==> src/rtl/bnr_pkg.sv <==
// ----------------------------------------------------------------------------
// bnr_pkg
// shared constants, codes and types of the scrolling banner
// ----------------------------------------------------------------------------
package bnr_pkg;

  localparam int SEG_BITS       = 7;
  localparam int NUM_DIGITS_DEF = 6;
  localparam int OUT_DIGITS     = 6;
  localparam int SW_BITS        = 10;
  localparam int KEY_BITS       = 4;
  localparam int PERIOD_BITS    = 16;
  localparam int IDX_BITS       = 4;

  localparam logic [IDX_BITS-1:0] MSG_LAST = 4'd12;

  localparam logic [PERIOD_BITS-1:0] PERIOD_RESET      = 16'd20000;
  localparam logic [PERIOD_BITS-1:0] PERIOD_SLOW_LIMIT = 16'd40000;
  localparam logic [PERIOD_BITS-1:0] PERIOD_FAST_LIMIT = 16'd4000;
  localparam logic [PERIOD_BITS-1:0] PERIOD_UP         = 16'd2000;
  localparam logic [PERIOD_BITS-1:0] PERIOD_DOWN       = 16'd5000;
  localparam logic [PERIOD_BITS-1:0] PERIOD_MAX        = 16'd42000;

  localparam logic ITEM_TICK = 1'b0;
  localparam logic ITEM_KEY  = 1'b1;

  localparam logic [KEY_BITS-1:0] KEY_MODE  = 4'b0001;
  localparam logic [KEY_BITS-1:0] KEY_PAUSE = 4'b0010;
  localparam logic [KEY_BITS-1:0] KEY_SLOW  = 4'b0100;
  localparam logic [KEY_BITS-1:0] KEY_FAST  = 4'b1000;

  localparam logic [1:0] BMODE_IDLE   = 2'd0;
  localparam logic [1:0] BMODE_HELLO  = 2'd1;
  localparam logic [1:0] BMODE_CUSTOM = 2'd2;

  typedef logic [SEG_BITS-1:0] seg_t;

  typedef struct packed {
    logic       step;
    logic       enter_hello;
    logic       enter_custom;
    logic [1:0] bmode;
  } scroll_ctl_t;

  function automatic seg_t msg_letter(input logic [IDX_BITS-1:0] idx);
    seg_t s;
    case (idx)
      4'd0:    s = 7'h76;
      4'd1:    s = 7'h79;
      4'd2:    s = 7'h38;
      4'd3:    s = 7'h38;
      4'd4:    s = 7'h3F;
      4'd6:    s = 7'h3E;
      4'd7:    s = 7'h3E;
      4'd8:    s = 7'h3F;
      4'd9:    s = 7'h50;
      4'd10:   s = 7'h38;
      4'd11:   s = 7'h5E;
      default: s = 7'h00;
    endcase
    return s;
  endfunction

endpackage

==> src/rtl/bnr_ctrl.sv <==
// ----------------------------------------------------------------------------
// bnr_ctrl
// banner mode, pause, scroll period and tick counter
// ----------------------------------------------------------------------------
module bnr_ctrl
  import bnr_pkg::*;
(
  input  logic                   clk,
  input  logic                   rst_n,
  input  logic                   accept,
  input  logic                   mode,
  input  logic [KEY_BITS-1:0]    keys,
  output scroll_ctl_t            ctl,
  output logic [1:0]             bmode_nxt,
  output logic                   paused_nxt,
  output logic [PERIOD_BITS-1:0] period_nxt
);

  logic [1:0]             bmode_r;
  logic                   paused_r;
  logic [PERIOD_BITS-1:0] period_r;
  logic [PERIOD_BITS-1:0] tick_r;
  logic [PERIOD_BITS-1:0] tick_nxt;
  logic                   is_key;
  logic                   is_tick;
  logic                   wrap;
  logic                   run_key;

  assign is_key  = accept && (mode == ITEM_KEY);
  assign is_tick = accept && (mode == ITEM_TICK);
  assign run_key = is_key && !paused_r;
  assign wrap    = (period_r == '0) ||
                   (({1'b0, tick_r} + 17'd1) >= {1'b0, period_r});

  always_comb begin
    paused_nxt       = paused_r ^ (is_key && (keys == KEY_PAUSE));
    bmode_nxt        = bmode_r;
    ctl.enter_hello  = 1'b0;
    ctl.enter_custom = 1'b0;
    if (run_key && (keys == KEY_MODE)) begin
      if (bmode_r != BMODE_HELLO) begin
        bmode_nxt       = BMODE_HELLO;
        ctl.enter_hello = 1'b1;
      end else begin
        bmode_nxt        = BMODE_CUSTOM;
        ctl.enter_custom = 1'b1;
      end
    end
    period_nxt = period_r;
    if (run_key && (keys == KEY_SLOW) && (period_r <= PERIOD_SLOW_LIMIT)) begin
      period_nxt = period_r + PERIOD_UP;
    end else if (run_key && (keys == KEY_FAST) && (period_r >= PERIOD_FAST_LIMIT)) begin
      period_nxt = (period_r >= PERIOD_DOWN) ? (period_r - PERIOD_DOWN) : '0;
    end
    tick_nxt = tick_r;
    if (is_key || (is_tick && wrap)) begin
      tick_nxt = '0;
    end else if (is_tick) begin
      tick_nxt = tick_r + 16'd1;
    end
    ctl.step  = !paused_nxt && (is_key || (is_tick && wrap));
    ctl.bmode = bmode_nxt;
  end

  always_ff @(posedge clk) begin
    if (!rst_n) begin
      bmode_r  <= BMODE_IDLE;
      paused_r <= 1'b0;
      period_r <= PERIOD_RESET;
      tick_r   <= '0;
    end else begin
      bmode_r  <= bmode_nxt;
      paused_r <= paused_nxt;
      period_r <= period_nxt;
      tick_r   <= tick_nxt;
    end
  end

  // period stays within slow limit plus one step
  a_period_max: assert property (@(posedge clk) disable iff (!rst_n)
    period_r <= PERIOD_MAX) else $error("scroll period out of range");

  // tick counter is zero or stays below the period
  a_tick_below: assert property (@(posedge clk) disable iff (!rst_n)
    (tick_r == '0) || (tick_r < period_r)) else $error("tick count past period");

  // a paused tick never scrolls
  a_pause_hold: assert property (@(posedge clk) disable iff (!rst_n)
    (is_tick && paused_r) |-> !ctl.step) else $error("step while paused");

endmodule

==> config.mk <==
export PLATFORM = sky130hd
export DESIGN_NAME = bnr_ctrl
export DESIGN_NICKNAME = d
export VERILOG_FILES = /design/src/rtl/bnr_pkg.sv /design/src/rtl/bnr_ctrl.sv
export SDC_FILE = /design/constraint.sdc
export NUM_CORES = 1
export LEC_CHECK = 0
export ABC_AREA = 1
export BUFFER_PORTS_ARGS = -buffer_cell sky130_fd_sc_hd__buf_2
export CAP_MARGIN = 20
export CORE_ASPECT_RATIO = 1.5
export CORE_MARGIN = 2
export CORE_UTILIZATION = 55
export CTS_BUF_LIST = sky130_fd_sc_hd__clkbuf_4
export DETAILED_ROUTE_END_ITERATION = 10
export PLACE_DENSITY = 0.78
export SYNTH_ARGS = -nofsm -noshare
export SYNTH_HDL_FRONTEND = slang
export SYNTH_SLANG_ARGS = --single-unit
==> constraint.sdc <==
create_clock -name clk -period 2.3 [get_ports clk]
set_input_delay 0.345 -clock clk [delete_from_list [all_inputs] [get_ports clk]]
set_output_delay 0.345 -clock clk [all_outputs]
set_load 0.02 [all_outputs]
==> reports/summary.txt, run 1 <==
Ports = 32
dpl hpwl = 6170 um
Max Cap Viol = 0
status = finished, violations left
Worst Hold Class = input port to flop
crit path buf inv count = 3
CP startpoint kind = flop
cell area after layout = 4580 um2
post-placement cell area = 3490 um2
fraction of registers with async set/reset = 0
CTS root buf = clkbuf_4
final hold vios = 0
setup_tns = -17.28 ns
Top FF cell, synth = dfxtp_1
DP Worst Slack = -0.564 ns
diode count = 0
PD cells = 288 nW/um2
Routed Antenna Nets = 0
die area = 6000 um2
min setup slack post-route = -1.05 ns
vias in the first global route = 3383
area delta synth->final = 54.8%
endpoints failing setup = 35
RSZ-0062 raised after global routing = true
die height = 93.8 um
EDFF count, synth = 0
failing checks = setup timing
Total Routing Usage GR = 0.311
Cell Area, Synth = 2960 um2
Max Slew Vio Count = 0
site row count = 32
Post-Route WL = 12600 um
pin count of the biggest net entering global routing = 22
Max clock buf depth = 2
WL/cell = 19.2 um
Reg clk slew, reported paths = 0.13 ns
worst hold slack = 0.374 ns
most used cell, CP = nand2_1
total gr overflow = 0
Slowest-stage cell, CP = dfxtp_4
Yosys Warn Count = 0
global-route wire length before repair = 14700 um
CP Max Fanout = 2
Initial Util = 0.573
Setup Crit Path Kind = flop to primary output
Post-layout nets = 617
Synth Instances = 466
Synth Net Count = 497
Peak VDD IR = 0.304 mV
core area = 5160 um2
Tot Pwr = 0.00132 W
# port buffers = 31
global placer's final weighted congestion = 0.940
LEAKAGE = 2.22 nW
DR vias = 3902
Seq cells post-synth = 35
Worst EP arrival = 3.00 ns
register area share after synthesis = 0.237
CTS H-Tree Depth = 2
Iter 0 DRT Violations = 419
worst slew pin tran = 0.634 ns
CP required = 1.96 ns
CP endpoint kind = primary output
Period minus WS final = 3.35 ns
initial antenna violation count = 0
worst skew pair latency = 0.37 ns
fmax = 0.299 GHz
vias per inst = 5.96
Tcrit/Tclk final = 1.45
Die Width = 63.9 um
mean post-synth cell area = 6.35 um2
share of layout cells above drive strength 1 = 0.453
Critical Path, Cell by Cell = ha_4 > nand2_4 > nor2_4 > buf_4 > buf_4 > xor2_1 > ha_1 > nand2_1 > nor2_1 > nand3_1 > nand2_1 > nand2_1 > nand2_1 > nand2_1 > nand2_1 > nand2_1 > nand2_2 > nand2_4 > nor2_4 > buf_6
max incr delay on CP = 0.37 ns
Clock Skews = 0.0292 ns
max_slew headroom = 0.577
CTS tree = built
drt first pass iters = 6
total CTS buffers = 5
clock sink count = 35
# hold bufs at CTS = 0
DRC = 0
crit-path leading delay family = simple AND/OR/NAND/NOR gates
synth unique cells = 31
## registers in the layout (all words and copies together), names as in the netlist
register	cells
tick_r	16
period_r	16
bmode_r	2
paused_r	1
## where the power goes
group / leakage [nW] / switching [W] / total (W) / internal [W]
Sequential: 0.286 / 0.0000144 / 0.000631 / 0.000617
Clock: 0.0347 / 0.000248 / 0.000362 / 0.000114
Combinational: 1.90 / 0.000200 / 0.000326 / 0.000126
Total: 2.22 / 0.000463 / 0.00132 / 0.000857
## layout make-up
class | instances | area, um2
clock buffers | 5 | 37.5
clock inverters | 3 | 15.0
fillers | 218 | 584
inverters | 68 | 285
multi-input cells | 354 | 2400
flip-flops and latches | 35 | 726
well taps | 68 | 85.1
repair buffers | 121 | 1020
repair inverters | 1 | 7.51
## cell families after synthesis
family,Yosys count,synth area share
mux,3,0.0101
xor+xnor,28,0.0829
compound gates,41,0.0757
buf+inv,78,0.113
flops,35,0.237
fa+ha+maj,23,0.0973
simple gates,258,0.384
## synthesized netlist by cell type (3+ instances only)
cell	count	area, um2
nand2_2	6	37.5
nor3_1	14	70.1
buf_6	4	45.0
nor2_2	4	25.0
nor3_2	3	30.0
xor2_1	27	236
o21ai_0	15	75.1
buf_4	3	22.5
nand4_1	5	31.3
dfxtp_1	35	701
nor2_4	3	33.8
nand2_1	134	503
inv_1	61	229
nor2_1	56	210
o21ai_1	3	15.0
nand3_1	25	125
mux2i_1	3	30.0
inv_2	7	26.3
ha_1	23	288
a21oi_1	17	85.1
nand3_2	3	30.0
## timing repair
action	CTS	global route
setup buffers	22	29
cloned	2	0
setup endpoints to repair	33	34
gates resized for setup	85	111
pin swaps	26	33
## stage by stage
stage,utilization,cells
after floorplan,-,466
after global placement,0.676,600
after detailed placement,0.676,600
after CTS,0.777,632
after global routing,0.887,655
final,0.887,655
## placed cells by master (no fill, tap or decap), drive strengths merged
| master | count |
|---|---|
| a211oi | 2 |
| nand2 | 143 |
| a21oi | 19 |
| clkbuf | 5 |
| inv | 67 |
| clkinv | 4 |
| nand4 | 5 |
| xor2 | 27 |
| xnor2 | 1 |
| nor2 | 63 |
| a21boi | 1 |
| nand3 | 28 |
| ha | 23 |
| nor4 | 2 |
| a31o | 1 |
| nor3 | 17 |
| mux2i | 3 |
| buf | 121 |
| dfxtp | 35 |
| clkinvlp | 1 |
| o21ai | 18 |
| or2 | 1 |
## path summary, 6_finish.rpt
kind	from	to	slack [ns]	depth (start not counted)
setup / recovery	tick_r[0]	ctl[4]	-1.05	20
hold reg to reg	bmode_r[1]	bmode_r[1]	0.56	2
setup reg to reg	tick_r[1]	tick_r[11]	-0.59	21
hold / removal	rst_n	period_r[9]	0.37	2
## metal layers
metal / track usage / part of all wire / vias to the layer above
met5: 0 / 0 / -
met4: 0.183 / 0.087 / 0
met3: 0.0444 / 0.091 / 121
met2: 0.585 / 0.48 / 322
met1: 0.319 / 0.34 / 1757
li1: - / - / 1702
Power figures use the tool's default switching activity.
==> inputs of run 2 (changes only) <==
CTS_BUF_LIST = sky130_fd_sc_hd__clkbuf_4 sky130_fd_sc_hd__clkbuf_8   (was sky130_fd_sc_hd__clkbuf_4)
SLEW_MARGIN = 20   (was unset)
==> run 2 against run 1 <==
  * The flow still finishes with violations (setup timing)
  * Design area up 0.52%
  * Die area unchanged
  * Critical path depth up 1
  * Critical path type unchanged
  * Sequential share of layout area down 0.11 points
  * Combinational power about the same
  * Hold slack better by 0.072 ns
  * Sequential cell count unchanged
==> reports/summary.txt, run 2 (same netlist as run 1, synthesis figures left out) <==
status = finished, violations left
failing checks = setup timing
most common cell after layout, fill and taps aside = nand2_1
max incr delay on CP = 0.36 ns
most frequent cells in the layout = 102 x nand2_1, 73 x buf_4, 54 x inv_1
global-route wire length before repair = 15400 um
CP endpoint kind = primary output
RSZ-0062 raised after global routing = true
internal power = 0.000950 W
dpl hpwl = 6170 um
CTS root buf = clkbuf_8
global placer's final weighted congestion = 0.940
vias in the first global route = 3520
Worst Hold Class = input port to flop
die height = 93.8 um
Ports = 32
Initial Util = 0.573
Top Registers = period_r (16), tick_r (16), bmode_r (2)
total CTS buffers = 5
Storage cell area = 724 um2
most used cell, CP = nand2_1
LEAKAGE = 2.18 nW
Post-Route WL = 12700 um
CTS tree = built
# port buffers = 31
site row count = 32
Die Width = 63.9 um
vias per inst = 6.07
Core Util, Final = 0.891
Period minus WS final = 3.22 ns
WL/cell = 19.5 um
CP Max Fanout = 3
Clock power frac = 0.321
clock sink count = 35
cell area after layout = 4600 um2
fmax = 0.311 GHz
max_slew headroom = 0.557
total gr overflow = 0
Critical Path, Cell by Cell = ha_4 > nand2_4 > nor2_4 > nand3_4 > nor2_4 > buf_4 > xor2_2 > ha_1 > nand2_2 > nor2_1 > nand3_1 > nand2_1 > nand2_1 > nand2_1 > nand2_1 > nand2_1 > nand2_1 > nand2_2 > nand2_4 > nor2_4 > buf_6
sw power = 0.000455 W
worst skew pair latency = 0.30 ns
Tcrit/Tclk final = 1.40
area occupied by multi-input gates = 2480 um2
Seq pwr share = 0.449
Max clock buf depth = 2
Post-layout nets = 611
post-placement cell area = 3490 um2
Worst EP arrival = 2.87 ns
Iter 0 DRT Violations = 555
area delta synth->final = 55.6%
PD cells = 305 nW/um2
Max Cap Viol = 0
Max Slew Vio Count = 0
fraction of power spent switching nets = 0.324
drt first pass iters = 5
CTS H-Tree Depth = 2
initial antenna violation count = 0
crit path buf inv count = 2
crit-path leading delay family = simple AND/OR/NAND/NOR gates
# hold bufs at CTS = 0
die area = 6000 um2
pin count of the biggest net entering global routing = 22
Reg clk slew, reported paths = 0.09 ns
final hold vios = 0
Slowest-stage cell, CP = dfxtp_2
share of layout cells above drive strength 1 = 0.453
CP startpoint kind = flop
min setup slack post-route = -0.916 ns
DR vias = 3940
DP Worst Slack = -0.564 ns
Peak VDD IR = 0.297 mV
Setup Crit Path Kind = flop to primary output
Clock Skews = 0.0204 ns
Total Routing Usage GR = 0.327
fillcell total = 213
CP required = 1.96 ns
Routed Antenna Nets = 0
Comb pwr share = 0.230
diode count = 0
endpoints failing setup = 33
worst slew pin tran = 0.664 ns
core area = 5160 um2
DRC = 0
-- run 2: per-stage QoR --
stage / power (W) / hold slack, ns / std cells / setup TNS (ns)
3_3_place_gp: 0.000848 / 0.490 / 600 / -6.04
6_report: 0.00140 / 0.447 / 649 / -12.61
5_1_grt: 0.00144 / 0.454 / 649 / -16.12
4_1_cts: 0.00134 / 0.419 / 635 / -7.34
3_5_place_dp: 0.000854 / 0.499 / 600 / -7.91
2_1_floorplan: 0.000777 / 0.429 / 466 / -1.93
-- run 2: routing by layer --
metal,share of wire,up-vias,global-route usage
li1,-,1688,-
met1,0.33,1792,0.334
met2,0.49,317,0.606
met3,0.082,143,0.0468
met4,0.10,0,0.214
met5,0,-,0
-- run 2: worst reg2reg max path, stage by stage (launching register included) --
cell	delay (ns)
dfxtp_2	0.36
ha_4	0.15
nand2_4	0.06
nor2_4	0.11
nand3_4	0.10
nor2_4	0.14
buf_4	0.13
xor2_2	0.07
ha_1	0.33
nand2_2	0.09
nor2_1	0.18
nand3_1	0.09
nand2_1	0.08
nand2_1	0.06
nand2_1	0.08
nand2_1	0.06
nand2_1	0.06
nand2_1	0.06
nand2_2	0.09
nand2_4	0.07
buf_8	0.15
nand2_8	0.15
nor2_4	0.05
-- run 2: final timing paths --
check	startpoint	endpoint	slack, ns	cells past startpoint
worst max-delay path	tick_r[1]	ctl[4]	-0.92	21
worst max register to register	tick_r[1]	tick_r[3]	-0.52	22
worst min-delay path	rst_n	period_r[5]	0.45	2
worst min register to register	bmode_r[1]	bmode_r[1]	0.54	2
-- run 2: area by class of cell --
class / count / area share
flip-flops and latches: 35 / 0.157
clock buffers: 5 / 0.0149
well taps: 68 / 0.0185
clock inverters: 3 / 0.00326
repair inverters: 2 / 0.00272
inverters: 68 / 0.0620
repair buffers: 114 / 0.203
multi-input cells: 354 / 0.538
-- run 2: timing repair --
item / CTS / global route
pin swaps: 29 / 30
setup endpoints to repair: 33 / 34
gates cloned: 2 / 1
hold endpoints to repair: 0 / 0
buffers inserted: 25 / 19
resized for setup: 94 / 110
-- run 2: power by group through the flow --
stage	clock, W	sequential [W]	combinational (W)
floorplan	0	0.000643	0.000134
global placement	0	0.000642	0.000206
detailed placement	0	0.000642	0.000212
CTS	0.000455	0.000630	0.000253
global route	0.000471	0.000631	0.000342
finish	0.000452	0.000631	0.000323
